$ cat config.mk
export PLATFORM = sky130hd
export DESIGN_NAME = line_pixel_generator
export DESIGN_NICKNAME = d
export VERILOG_FILES = /design/src/hdl/lpg_pkg.sv /design/src/hdl/lpg_front.sv /design/src/hdl/lpg_queue.sv /design/src/hdl/lpg_back.sv /design/src/hdl/line_pixel_generator.sv
export SDC_FILE = /design/constraint.sdc
export NUM_CORES = 1
export LEC_CHECK = 0
export BUFFER_PORTS_ARGS = -buffer_cell sky130_fd_sc_hd__buf_2
export CAP_MARGIN = 25
export CORE_AREA = 2 2 260 262
export CTS_CLUSTER_SIZE = 16
export DETAILED_ROUTE_END_ITERATION = 7
export DIE_AREA = 0 0 262 264
export GPL_ROUTABILITY_DRIVEN = 0
export MAX_ROUTING_LAYER = met4
export PLACE_DENSITY = 0.72
export SLEW_MARGIN = 40
export SYNTH_ARGS = -nofsm -noshare
export SYNTH_HDL_FRONTEND = slang
export SYNTH_SLANG_ARGS = --single-unit
$ cat constraint.sdc
create_clock -name clk -period 6.7 [get_ports clk]
set_input_delay 2.01 -clock clk [delete_from_list [all_inputs] [get_ports clk]]
set_output_delay 2.01 -clock clk [all_outputs]
set_load 0.1 [all_outputs]
$ cat src/hdl/lpg_pkg.sv
`timescale 1ns / 1ps

package lpg_pkg;

  localparam int COORD_BITS = 16;
  localparam int DIFF_BITS  = COORD_BITS + 1;
  localparam int DIM_BITS   = 13;
  localparam int SPAN_BITS  = 12;
  localparam int DELTA_BITS = 13;
  localparam int ERR_BITS   = 16;
  localparam int INDEX_BITS = 24;
  localparam int CMP_BITS   = (COORD_BITS > DIM_BITS) ? COORD_BITS : DIM_BITS;
  localparam int PROD_BITS  = 2 * DIM_BITS;

  localparam int QUEUE_DEPTH = 2;
  localparam int QPTR_BITS   = $clog2(QUEUE_DEPTH);
  localparam int QCNT_BITS   = $clog2(QUEUE_DEPTH + 1);

  localparam int CFG_INDEX_BITS = 2;
  localparam logic [CFG_INDEX_BITS-1:0] REG_FRAME_WIDTH  = 2'd0;
  localparam logic [CFG_INDEX_BITS-1:0] REG_FRAME_HEIGHT = 2'd1;
  localparam logic [CFG_INDEX_BITS-1:0] REG_SPAN_LIMIT   = 2'd2;

  localparam logic [DIM_BITS-1:0]  FRAME_WIDTH_RESET  = 13'd640;
  localparam logic [DIM_BITS-1:0]  FRAME_HEIGHT_RESET = 13'd480;
  localparam logic [SPAN_BITS-1:0] SPAN_LIMIT_RESET   = 12'd1000;

  typedef logic signed [COORD_BITS-1:0] coord_t;

  typedef enum logic {
    ACT_LOAD    = 1'b0,
    ACT_ADVANCE = 1'b1
  } action_t;

  typedef struct packed {
    action_t action;
    coord_t  start_x;
    coord_t  start_y;
    coord_t  end_x;
    coord_t  end_y;
  } item_t;

  typedef struct packed {
    coord_t                  pix_x;
    coord_t                  pix_y;
    logic                    in_frame;
    logic [INDEX_BITS-1:0]   pixel_index;
    logic                    last;
  } pixel_t;

  typedef enum logic [1:0] {
    CMD_ADVANCE = 2'd0,
    CMD_LOAD    = 2'd1,
    CMD_DROP    = 2'd2
  } cmd_kind_t;

  // One classified transaction, as it waits between the front and back ends.
  typedef struct packed {
    cmd_kind_t               kind;
    logic                    steep;
    logic                    minor_neg;
    logic [DELTA_BITS-1:0]   delta_major;
    logic [DELTA_BITS-1:0]   delta_minor;
    coord_t                  a_major;
    coord_t                  a_minor;
    coord_t                  b_major;
  } cmd_t;

  typedef struct packed {
    logic [DIM_BITS-1:0] width;
    logic [DIM_BITS-1:0] height;
  } frame_t;

endpackage

$ cat src/hdl/lpg_front.sv
`timescale 1ns / 1ps

module lpg_front (
  input  lpg_pkg::item_t                  item,
  input  logic [lpg_pkg::SPAN_BITS-1:0]   span_limit,
  output lpg_pkg::cmd_t                   cmd
);
  import lpg_pkg::*;

  logic signed [DIFF_BITS-1:0] dx, dy, ndx, ndy;
  logic [DIFF_BITS-1:0]        adx, ady;
  logic                        drop, steep, swap;

  // Both signs of each difference are formed side by side, so the magnitude is a select.
  assign dx  = DIFF_BITS'(item.end_x) - DIFF_BITS'(item.start_x);
  assign dy  = DIFF_BITS'(item.end_y) - DIFF_BITS'(item.start_y);
  assign ndx = DIFF_BITS'(item.start_x) - DIFF_BITS'(item.end_x);
  assign ndy = DIFF_BITS'(item.start_y) - DIFF_BITS'(item.end_y);
  assign adx = dx[DIFF_BITS-1] ? ndx : dx;
  assign ady = dy[DIFF_BITS-1] ? ndy : dy;

  assign drop  = (adx > DIFF_BITS'(span_limit)) || (ady > DIFF_BITS'(span_limit));
  assign steep = !(ady < adx);
  assign swap  = steep ? dy[DIFF_BITS-1] : dx[DIFF_BITS-1];

  always_comb begin
    if (item.action == ACT_ADVANCE) begin
      cmd.kind = CMD_ADVANCE;
    end else if (drop) begin
      cmd.kind = CMD_DROP;
    end else begin
      cmd.kind = CMD_LOAD;
    end
    cmd.steep = steep;
    // The minor step is negative when the minor difference, seen from the lower end, is.
    if (steep) begin
      cmd.minor_neg   = (dx != '0) && (dx[DIFF_BITS-1] ^ dy[DIFF_BITS-1]);
      cmd.delta_major = DELTA_BITS'(ady);
      cmd.delta_minor = DELTA_BITS'(adx);
      cmd.a_major     = swap ? item.end_y : item.start_y;
      cmd.a_minor     = swap ? item.end_x : item.start_x;
      cmd.b_major     = swap ? item.start_y : item.end_y;
    end else begin
      cmd.minor_neg   = (dy != '0) && (dy[DIFF_BITS-1] ^ dx[DIFF_BITS-1]);
      cmd.delta_major = DELTA_BITS'(adx);
      cmd.delta_minor = DELTA_BITS'(ady);
      cmd.a_major     = swap ? item.end_x : item.start_x;
      cmd.a_minor     = swap ? item.end_y : item.start_y;
      cmd.b_major     = swap ? item.start_x : item.end_x;
    end
  end

endmodule

$ cat src/hdl/lpg_queue.sv
`timescale 1ns / 1ps

module lpg_queue (
  input  logic           clk,
  input  logic           rst,
  input  logic           push,
  input  lpg_pkg::cmd_t  push_data,
  input  logic           pop,
  output lpg_pkg::cmd_t  pop_data,
  output logic           full,
  output logic           empty
);
  import lpg_pkg::*;

  cmd_t                 entries [QUEUE_DEPTH];
  logic [QPTR_BITS-1:0] wr_ptr, rd_ptr;
  logic [QCNT_BITS-1:0] count;

  assign full     = (count == QCNT_BITS'(QUEUE_DEPTH));
  assign empty    = (count == '0);
  assign pop_data = entries[rd_ptr];

  always_ff @(posedge clk) begin
    if (rst) begin
      wr_ptr <= '0;
      rd_ptr <= '0;
      count  <= '0;
    end else begin
      if (push) begin
        wr_ptr <= (wr_ptr == QPTR_BITS'(QUEUE_DEPTH - 1)) ? '0 : wr_ptr + 1'b1;
      end
      if (pop) begin
        rd_ptr <= (rd_ptr == QPTR_BITS'(QUEUE_DEPTH - 1)) ? '0 : rd_ptr + 1'b1;
      end
      if (push && !pop) begin
        count <= count + 1'b1;
      end else if (pop && !push) begin
        count <= count - 1'b1;
      end
    end
  end

  always_ff @(posedge clk) begin
    if (push) begin
      entries[wr_ptr] <= push_data;
    end
  end

endmodule

$ cat src/hdl/lpg_back.sv
`timescale 1ns / 1ps

module lpg_back (
  input  logic            clk,
  input  logic            rst,
  input  logic            cmd_valid,
  input  lpg_pkg::cmd_t   cmd,
  output logic            pop,
  input  lpg_pkg::frame_t frame,
  output logic            pixel_valid,
  input  logic            pixel_stall,
  output lpg_pkg::pixel_t pixel
);
  import lpg_pkg::*;

  // Line state
  logic                       busy;
  logic                       steep;
  coord_t                     cur_major, cur_minor, end_major;
  logic                       minor_neg;
  logic signed [ERR_BITS-1:0] error_term, inc_straight, inc_diag;

  // Pixel stage
  logic                       p_valid;
  coord_t                     p_x, p_y;
  logic                       p_inside, p_last;

  logic                       o_en, p_en, emit, fin, err_pos, in_win;
  coord_t                     px, py;
  logic [DIM_BITS-1:0]        px_d, py_d;
  logic [PROD_BITS-1:0]       prod;
  logic [INDEX_BITS-1:0]      idx;

  assign o_en = !pixel_valid || !pixel_stall;
  assign p_en = !p_valid || o_en;
  assign pop  = cmd_valid && p_en;
  assign emit = pop && (cmd.kind == CMD_ADVANCE) && busy;

  assign px      = steep ? cur_minor : cur_major;
  assign py      = steep ? cur_major : cur_minor;
  assign fin     = (cur_major >= end_major);
  assign err_pos = !error_term[ERR_BITS-1] && (error_term != '0);
  assign in_win  = !px[COORD_BITS-1] && !py[COORD_BITS-1] &&
                   (CMP_BITS'($unsigned(px)) < CMP_BITS'(frame.width)) &&
                   (CMP_BITS'($unsigned(py)) < CMP_BITS'(frame.height));

  always_ff @(posedge clk) begin
    if (rst) begin
      busy <= 1'b0;
    end else if (pop) begin
      unique case (cmd.kind)
        CMD_LOAD:    busy <= 1'b1;
        CMD_DROP:    busy <= 1'b0;
        CMD_ADVANCE: if (busy && fin) busy <= 1'b0;
        default:     busy <= 1'b0;
      endcase
    end
  end

  // Both error increments are fixed for the whole line, so they are formed once at load.
  always_ff @(posedge clk) begin
    if (pop && (cmd.kind == CMD_LOAD)) begin
      steep        <= cmd.steep;
      minor_neg    <= cmd.minor_neg;
      cur_major    <= cmd.a_major;
      cur_minor    <= cmd.a_minor;
      end_major    <= cmd.b_major;
      error_term   <= ERR_BITS'({cmd.delta_minor, 1'b0}) - ERR_BITS'(cmd.delta_major);
      inc_straight <= ERR_BITS'({cmd.delta_minor, 1'b0});
      inc_diag     <= ERR_BITS'({cmd.delta_minor, 1'b0}) - ERR_BITS'({cmd.delta_major, 1'b0});
    end else if (emit) begin
      if (err_pos) begin
        cur_minor  <= minor_neg ? cur_minor - coord_t'(1) : cur_minor + coord_t'(1);
        error_term <= error_term + inc_diag;
      end else begin
        error_term <= error_term + inc_straight;
      end
      if (!fin) begin
        cur_major <= cur_major + coord_t'(1);
      end
    end
  end

  always_ff @(posedge clk) begin
    if (rst) begin
      p_valid <= 1'b0;
    end else if (p_en) begin
      p_valid <= emit;
    end
  end

  always_ff @(posedge clk) begin
    if (p_en) begin
      p_x      <= px;
      p_y      <= py;
      p_inside <= in_win;
      p_last   <= fin;
    end
  end

  // Inside the frame both coordinates are below 2^13, so the narrow operands are exact.
  assign px_d = DIM_BITS'($unsigned(p_x));
  assign py_d = DIM_BITS'($unsigned(p_y));
  assign prod = py_d * frame.width;
  assign idx  = INDEX_BITS'(prod) + INDEX_BITS'(px_d);

  always_ff @(posedge clk) begin
    if (rst) begin
      pixel_valid <= 1'b0;
    end else if (o_en) begin
      pixel_valid <= p_valid;
    end
  end

  always_ff @(posedge clk) begin
    if (o_en) begin
      pixel.pix_x       <= p_x;
      pixel.pix_y       <= p_y;
      pixel.in_frame    <= p_inside;
      pixel.pixel_index <= p_inside ? idx : '0;
      pixel.last        <= p_last;
    end
  end

endmodule

$ cat src/hdl/line_pixel_generator.sv
`timescale 1ns / 1ps

// Bresenham line engine for all octants. A load transaction carries two endpoints; a
// line whose span on either axis exceeds span_limit is dropped and leaves the engine idle.
// Each advance transaction on an active line yields one pixel with its coordinates, an
// in-frame flag, the linear index row * frame_width + column (zero outside the frame) and
// a last flag; advances on an idle engine yield nothing. One transaction is taken every
// clock unless the queue is full: the front end classifies loads in the same cycle, a
// two-entry queue separates it from the stepping back end, and the step itself is one
// add and compare per clock. A pixel leaves through the pixel stage and output registers,
// the multiply-add that forms the index between them. Configuration may only be written while idle.
module line_pixel_generator (
  input  logic                                 clk,
  input  logic                                 rst,
  input  logic                                 item_valid,
  output logic                                 item_stall,
  input  lpg_pkg::item_t                       item,
  output logic                                 pixel_valid,
  input  logic                                 pixel_stall,
  output lpg_pkg::pixel_t                      pixel,
  input  logic                                 cfg_valid,
  output logic                                 cfg_ready,
  input  logic [lpg_pkg::CFG_INDEX_BITS-1:0]   cfg_index,
  input  logic [lpg_pkg::DIM_BITS-1:0]         cfg_data
);
  import lpg_pkg::*;

  logic [DIM_BITS-1:0]  frame_width, frame_height;
  logic [SPAN_BITS-1:0] span_limit;
  frame_t               frame;
  cmd_t                 front_cmd, back_cmd;
  logic                 q_full, q_empty, q_pop;

  assign cfg_ready    = 1'b1;
  assign item_stall   = q_full;
  assign frame.width  = frame_width;
  assign frame.height = frame_height;

  always_ff @(posedge clk) begin
    if (rst) begin
      frame_width  <= FRAME_WIDTH_RESET;
      frame_height <= FRAME_HEIGHT_RESET;
      span_limit   <= SPAN_LIMIT_RESET;
    end else if (cfg_valid && cfg_ready) begin
      case (cfg_index)
        REG_FRAME_WIDTH:  frame_width  <= cfg_data;
        REG_FRAME_HEIGHT: frame_height <= cfg_data;
        REG_SPAN_LIMIT:   span_limit   <= cfg_data[SPAN_BITS-1:0];
        default:          ;
      endcase
    end
  end

  lpg_front u_front (
    .item       (item),
    .span_limit (span_limit),
    .cmd        (front_cmd)
  );

  lpg_queue u_queue (
    .clk       (clk),
    .rst       (rst),
    .push      (item_valid && !q_full),
    .push_data (front_cmd),
    .pop       (q_pop),
    .pop_data  (back_cmd),
    .full      (q_full),
    .empty     (q_empty)
  );

  lpg_back u_back (
    .clk         (clk),
    .rst         (rst),
    .cmd_valid   (!q_empty),
    .cmd         (back_cmd),
    .pop         (q_pop),
    .frame       (frame),
    .pixel_valid (pixel_valid),
    .pixel_stall (pixel_stall),
    .pixel       (pixel)
  );

  a_no_pixel_after_reset: assert property (@(posedge clk)
    rst |=> !pixel_valid)
    else $error("pixel offered straight after reset");

  a_index_zero_outside: assert property (@(posedge clk) disable iff (rst)
    pixel_valid && !pixel.in_frame |-> pixel.pixel_index == '0)
    else $error("pixel outside the frame carries a non-zero index");

  a_in_frame_bounds: assert property (@(posedge clk) disable iff (rst)
    pixel_valid && pixel.in_frame |->
      !pixel.pix_x[COORD_BITS-1] && !pixel.pix_y[COORD_BITS-1] &&
      (CMP_BITS'($unsigned(pixel.pix_x)) < CMP_BITS'(frame_width)) &&
      (CMP_BITS'($unsigned(pixel.pix_y)) < CMP_BITS'(frame_height)))
    else $error("pixel flagged in frame lies outside it");

  a_queue_pop_valid: assert property (@(posedge clk) disable iff (rst)
    q_pop |-> !q_empty)
    else $error("back end took a transaction from an empty queue");

endmodule
== Word level (Yosys, flattened, before mapping) ==
Memories as Yosys holds them, arrays and structs flattened. A register that Yosys moved wholly into a read port is not among the register bits.
Index checks and enable logic that the tools add are counted.

* $mul: 1
* Eq/ne operators: 6
* Add/subtract/negate cells: 16
* Reductions and logical operators: 43
* Magnitude comparators: 6
* Bitwise logic cells: 1
* Multiplexer cells: 32

{| class="wikitable"
|+ Operator list
! operator !! number
|-
| 2-to-1 mux 16 bit || 16
|-
| 2-to-1 mux 75 bit || 1
|-
| subtractor 16 x 16 -> 17 bit || 4
|-
| greater-than comparator 17 x 12 -> 1 bit || 2
|-
| 2-to-1 mux 17 bit || 2
|-
| nonzero test 17 bit || 2
|-
| adder 16 x 2 -> 16 bit (second input constant) || 2
|-
| less-than comparator 16 x 13 -> 1 bit || 2
|-
| adder 24 x 13 -> 24 bit || 1
|-
| multiplier 13 x 13 -> 24 bit || 1
|-
| less-than comparator 17 bit || 1
|-
| adder 16 x 15 -> 16 bit || 1
|-
| adder 16 bit || 1
|-
| greater-or-equal comparator 16 bit || 1
|-
| nonzero test 16 bit || 1
|-
| subtractor 16 x 2 -> 16 bit (second input constant) || 1
|-
| subtractor 14 x 13 -> 15 bit || 1
|-
| subtractor 14 x 14 -> 15 bit || 1
|-
| logical AND 1 bit || 14
|-
| AND reduction 2 bit || 6
|-
| zero test 1 bit || 11
|-
| 2-to-1 mux 1 bit || 8
|-
| 2-to-1 mux 2 bit || 4
|-
| zero test 2 bit || 3
|-
| 10 further kinds || 18
|}

* Word-level logic and storage cells: 132
* Register bits after elaboration: 232
* Memories: 1
* Memory bits (writable): 156

{| class="wikitable"
|+ Memory list
! name !! words !! width !! rd ports !! clocked after memory_dff !! write ports !! line !! source
|-
| u_queue.entries || 2 || 78 || 1 || 1 || 1 || lpg_queue.sv:15 || <nowiki>cmd_t entries [QUEUE_DEPTH];</nowiki>
|}

== Depth between registers and ports, before layout ==
* Word-level depth: 8
* Gate-level depth with buffers: 25

== By module ==
From an unflattened synthesis, not the netlist that was laid out.

* Cell total of the unflattened synthesis: 3,071
* Area, all modules: 30,857.1 um2

{| class="wikitable"
|+ By module, submodules not included
! module !! area an instance (um2) !! instances !! cells an instance
|-
| lpg_back || 16,405.7 || 1 || 1,598
|-
| lpg_front || 6,984.2 || 1 || 1,057
|-
| lpg_queue || 5,913.2 || 1 || 265
|-
| line_pixel_generator || 1,554.0 || 1 || 151
|}

== Worst setup path before layout ==
No wires, ideal clock.

* Path type: input to register
* From: in item[11] in the netlist's numbering
* To: mem u_queue.entries[0][50] in the netlist's numbering, data pin
* Setup time: 0.262 ns
* Path buffers: 5
* Data arrival time: 6.260 ns
* Stages on the path: 20
* Slack: 0.178 ns
* Path through: inv_1 -> ha_1 -> clkbuf_1 -> nand4_1 -> nor3_1 -> o211ai_1 -> a31oi_1 -> buf_6 -> buf_2 -> mux2i_1 -> inv_1 -> ha_1 -> a31oi_1 -> o21ai_0 -> a21oi_1 -> o21a_1 -> o21ai_1 -> clkbuf_1 -> buf_1 -> mux2_2

{| class="wikitable"
|+ RTL lines
! item !! line !! source
|-
| from (decl) || line_pixel_generator.sv:17 || <nowiki>input lpg_pkg::item_t item,</nowiki>
|-
| to (decl) || lpg_queue.sv:15 ||
|}

== Final worst setup path ==
* From: reg u_back.p_y[1]
* To: reg, netlist name u_back.pixel[24]

* Longest elaborated chain between the ends: 2

{| class="wikitable"
|+ Ends and longest elaborated chain
! item !! line !! source
|-
| from (decl) || lpg_back.sv:25 || <nowiki>coord_t p_x, p_y;</nowiki>
|-
| from (signal assigned) || lpg_back.sv:95 || <nowiki>p_y <= py;</nowiki>
|-
| multiplier 13 x 13 -> 24 bit || lpg_back.sv:104 || <nowiki>assign prod = py_d * frame.width;</nowiki>
|-
| adder 24 x 13 -> 24 bit || lpg_back.sv:105 || <nowiki>assign idx = INDEX_BITS'(prod) + INDEX_BITS'(px_d);</nowiki>
|}

No other way between the ends.
A chain may end at the register's enable or synchronous reset.

==> run_results.csv <==
group,metric,value,unit
outcome,status,"completed",
floorplan,top_level_ports,146,
global_route,sum_of_overflow_across_all_layers_after_global_routing,0,
global_route,grt_use_total,22.4,%
placement,postPlaceCellArea,32000,sq um
synthesis,synth_async_sr_flop_share,0,%
detailed_routing,dr.pass1.iters,5,
detailed_routing,drtIter0Drc,1828,
detailed_routing,drcViolationCount,0,
cts,clock_tree.htree_level_count,2,
floorplan,core_area,66600,sq um
layout,post_route_cells_drive_above_1_share,14.1,%
cts,clk_transition_reported_paths,0.06,ns
floorplan,fp.dieArea,69200,sq um
cts,clock_sink_count,387,
synthesis,postSynthRegisterBits,387,
floorplan,die_height,264,microns
synthesis,syn_nets,3537,
sta,final.period_utilization,95.7,%
sta,finalCriticalPeriod,6.41,ns
cts,worstSkewPairLatency,0.58,ns
floorplan,fp-row-count,95,
synthesis,post-synth-top-area-fraction,34.5,%
synthesis,number_of_synthesized_flops_with_an_enable_pin,341,
layout,syn_to_final_growth,12.5,%
sta,final_count_of_hold_timing_violations,0,
synthesis,synth.yosys.warnings,0,
synthesis,synth_top_flop_cell,"edfxtp_1",
detailed_routing,routedWlPerCell,18.3,microns
worst_hold_path,worst_hold_path_type,"reg2reg",
placement,dp_hpwl,59100,microns
sta,timing.clock.skew,0.0194,ns
sta,max_freq,0.156,GHz
synthesis,synth-seq-area-share,37.6,%
floorplan,floorplan.initialDensity,44.6,%
layout,final_core_util,50.2,%
power_and_ir_drop,netSwitchingPower,5.32,mW
run,timing.max_cap.violations,0,
worst_setup_path,critical_path.max_fanout,6,
sta,slew_headroom,47.6,%
detailed_routing,postRouteWirelength,75500,microns
power_and_ir_drop,ir_worst_vdd,0.226,mV
synthesis,yosysTopAreaCell,"edfxtp_1",
global_route,grt_pass1_wl,118000,microns
cts,clock_path_buffers,3,
worst_setup_path,timing.reg2reg.setup_slack,0.29,ns
sta,max_slew.worst_pin.slew,0.786,ns
layout,filler_cells_inserted,6005,
sta,setup-violations-final,0,
synthesis,synth_cells,3037,
synthesis,synth.top_cells.by_area,"edfxtp_1, ha_1, fa_1",
sta,max_slew_violation_total_from_the_final_report,0,
layout,area.sequential,11200,sq um
cts,cts_tree,"yes",
detailed_routing,antenna_left,0,
power_and_ir_drop,post-layout-total-power,12.9,mW
power_and_ir_drop,sw_frac_of_total,41.3,%
worst_setup_path,startpoint_type,"register",
sta,rsz_0062_raised_after_global_routing,"no",
worst_setup_path,worst-endpoint-required,7.01,ns
layout,final_nets,3727,
cts,cts_made_buffers,41,
layout,multiInputGateArea,16700,sq um
power_and_ir_drop,pwr-share-clk,18.0,%
worst_setup_path,cp-end-kind,"register",
power_and_ir_drop,power.density,386,nW/um^2
worst_setup_path,worstPathArrival,6.72,ns
power_and_ir_drop,share_comb_of_total_power,52.8,%
cts,clock-root-buffer,"clkbuf_16",
global_route,number_of_global_route_vias_before_repair,21700,
cts,cts_hold_repair.buffers,0,
floorplan,die_w,262,microns
power_and_ir_drop,share_seq_of_total_power,29.2,%
global_route,number_of_antenna_violations_at_the_first_check_in_global_routing,1,
synthesis,post_synth_instance_area,29700,sq um
synthesis,synth.lib_cells_used.distinct,82,
synthesis,post_synth.cell_area_avg,9.78,sq um
worst_setup_path,criticalPathCategory,"reg2reg",
power_and_ir_drop,leakagePower,14.6,nW
detailed_routing,vias_per_cell,5.44,
detailed_routing,num_vias,22500,
power_and_ir_drop,p_int,7.57,mW
placement,buffer_ports.inserted,144,
layout,final_instance_area,33400,sq um
global_route,pin_count_of_the_biggest_net_entering_global_routing,67,
worst max-delay path: stages (launching register included):
cell	delay, ns
edfxtp_1	0.56
nand2_1	0.14
fa_1	0.52
fa_1	0.55
inv_1	0.06
fa_1	0.52
fa_1	0.52
fa_1	0.54
inv_1	0.05
fa_1	0.49
inv_1	0.04
ha_1	0.31
and3_1	0.23
and3_1	0.22
nand3_1	0.13
a21oi_1	0.26
nor2_1	0.11
a2111oi_0	0.39
buf_4	0.19
a311oi_1	0.10
xnor2_1	0.16
nor2_1	0.05
synth_stat cells (14+ instances only):
cell type  instances
a211oi_1          35
nor2b_1           31
mux2_2            76
a31oi_1           14
and2_1            87
nor2_1           187
and3_1            14
nand2b_1          16
mux2i_1           69
clkbuf_1          81
ha_1             278
xor2_1            50
o21ai_0          191
inv_1            347
fa_1             137
nand2_1          348
buf_1             15
nand3_1           35
xnor2_1           82
dfxtp_1           46
o211ai_1          17
buf_2             24
edfxtp_1         341
a21o_1            44
a21oi_1          222
nor3_1            35
metrics by stage:
step | setup TNS, ns | worst slack, ns | cells | hold slack, ns
after floorplan | 0 | 0.178 | 3037 | 0.400
after global placement | 0 | 0.0685 | 4053 | 0.403
after detailed placement | -0.139 | -0.0357 | 4053 | 0.406
after CTS | 0 | 0.295 | 4129 | 0.419
after global routing | 0 | 0.00482 | 4134 | 0.423
final | 0 | 0.285 | 4134 | 0.418
sequential cells by signal, summed over array words and instances, names as in the netlist, named ones only:
| register | cells |
|---|---|
| u_back.steep | 1 |
| u_back.error_term | 16 |
| u_back.busy | 1 |
| u_back.p_x | 16 |
| u_queue.entries | 156 |
| u_queue.wr_ptr | 1 |
| u_queue.count | 2 |
| frame_height | 13 |
| u_back.pixel_valid | 1 |
| frame_width | 13 |
| u_back.p_y | 16 |
| u_back.pixel | 58 |
| u_back.inc_straight | 13 |
| u_queue.rd_ptr | 1 |
| u_back.p_last | 1 |
| span_limit | 12 |
| u_back.p_inside | 1 |
| u_back.inc_diag | 14 |
| u_back.cur_minor | 16 |
| u_back.cur_major | 16 |
| u_back.minor_neg | 1 |
| u_back.end_major | 16 |
| u_back.p_valid | 1 |
final cells by class:
class / count / share of cell area (%)
antenna: 1 / 0.00749
clock buffer: 57 / 3.45
clock inverter: 19 / 0.648
inverter: 349 / 3.92
multi-input combinational: 2168 / 50.0
sequential: 387 / 33.4
tap: 873 / 3.27
timing repair buffer: 280 / 5.26
cells by family (layout without fill, tap and decap cells):
family	Yosys count	count (layout)	share of synthesized area (%)
buf+inv	482	705	6.44
other cells	1	2	0.0126
mux	145	145	5.20
simple gates	820	820	12.6
xor+xnor	133	133	3.95
flops	387	387	37.6
compound gates	654	654	13.3
fa+ha+maj	415	415	20.9
placed cells by master (no fill, tap or decap), drive strengths merged, types with 87 or more instances in the layout:
master	count
a21oi	223
and2	87
buf	280
edfxtp	341
fa	137
ha	278
inv	348
nand2	348
nor2	187
o21ai	202
worst paths after layout:
path	endpoint	from	cells past startpoint
max reg2reg	u_back.pixel[24]	u_back.p_y[1]	21
max	u_back.pixel[24]	u_back.p_y[1]	21
min reg2reg	u_back.pixel[56]	u_back.p_x[14]	0
min	u_back.pixel[56]	u_back.p_x[14]	0
routing by layer:
metal	track usage (%)	routed length, microns	up-vias	share of wire, %
li1	-	-	10900	-
met1	29.6	33100	10700	44
met2	35.2	34800	829	46
met3	3.68	5400	151	7.2
met4	6.75	2110	0	2.8
met5	-	0	-	0
power by group through the flow:
stage	combinational (mW)	sequential (mW)	clock, mW
2_1_floorplan	4.69	4.08	0
4_1_cts	6.77	3.77	2.36
3_3_place_gp	6.58	3.80	0
5_1_grt	7.62	3.82	2.45
6_report	6.80	3.77	2.32
3_5_place_dp	6.71	3.82	0
timing repair:
action                                  in CTS  in global routing
endpoints found under the setup margin       0                  1
buffers inserted                             0                  4
resized for setup                            0                  2
Power figures use the tool's default switching activity.
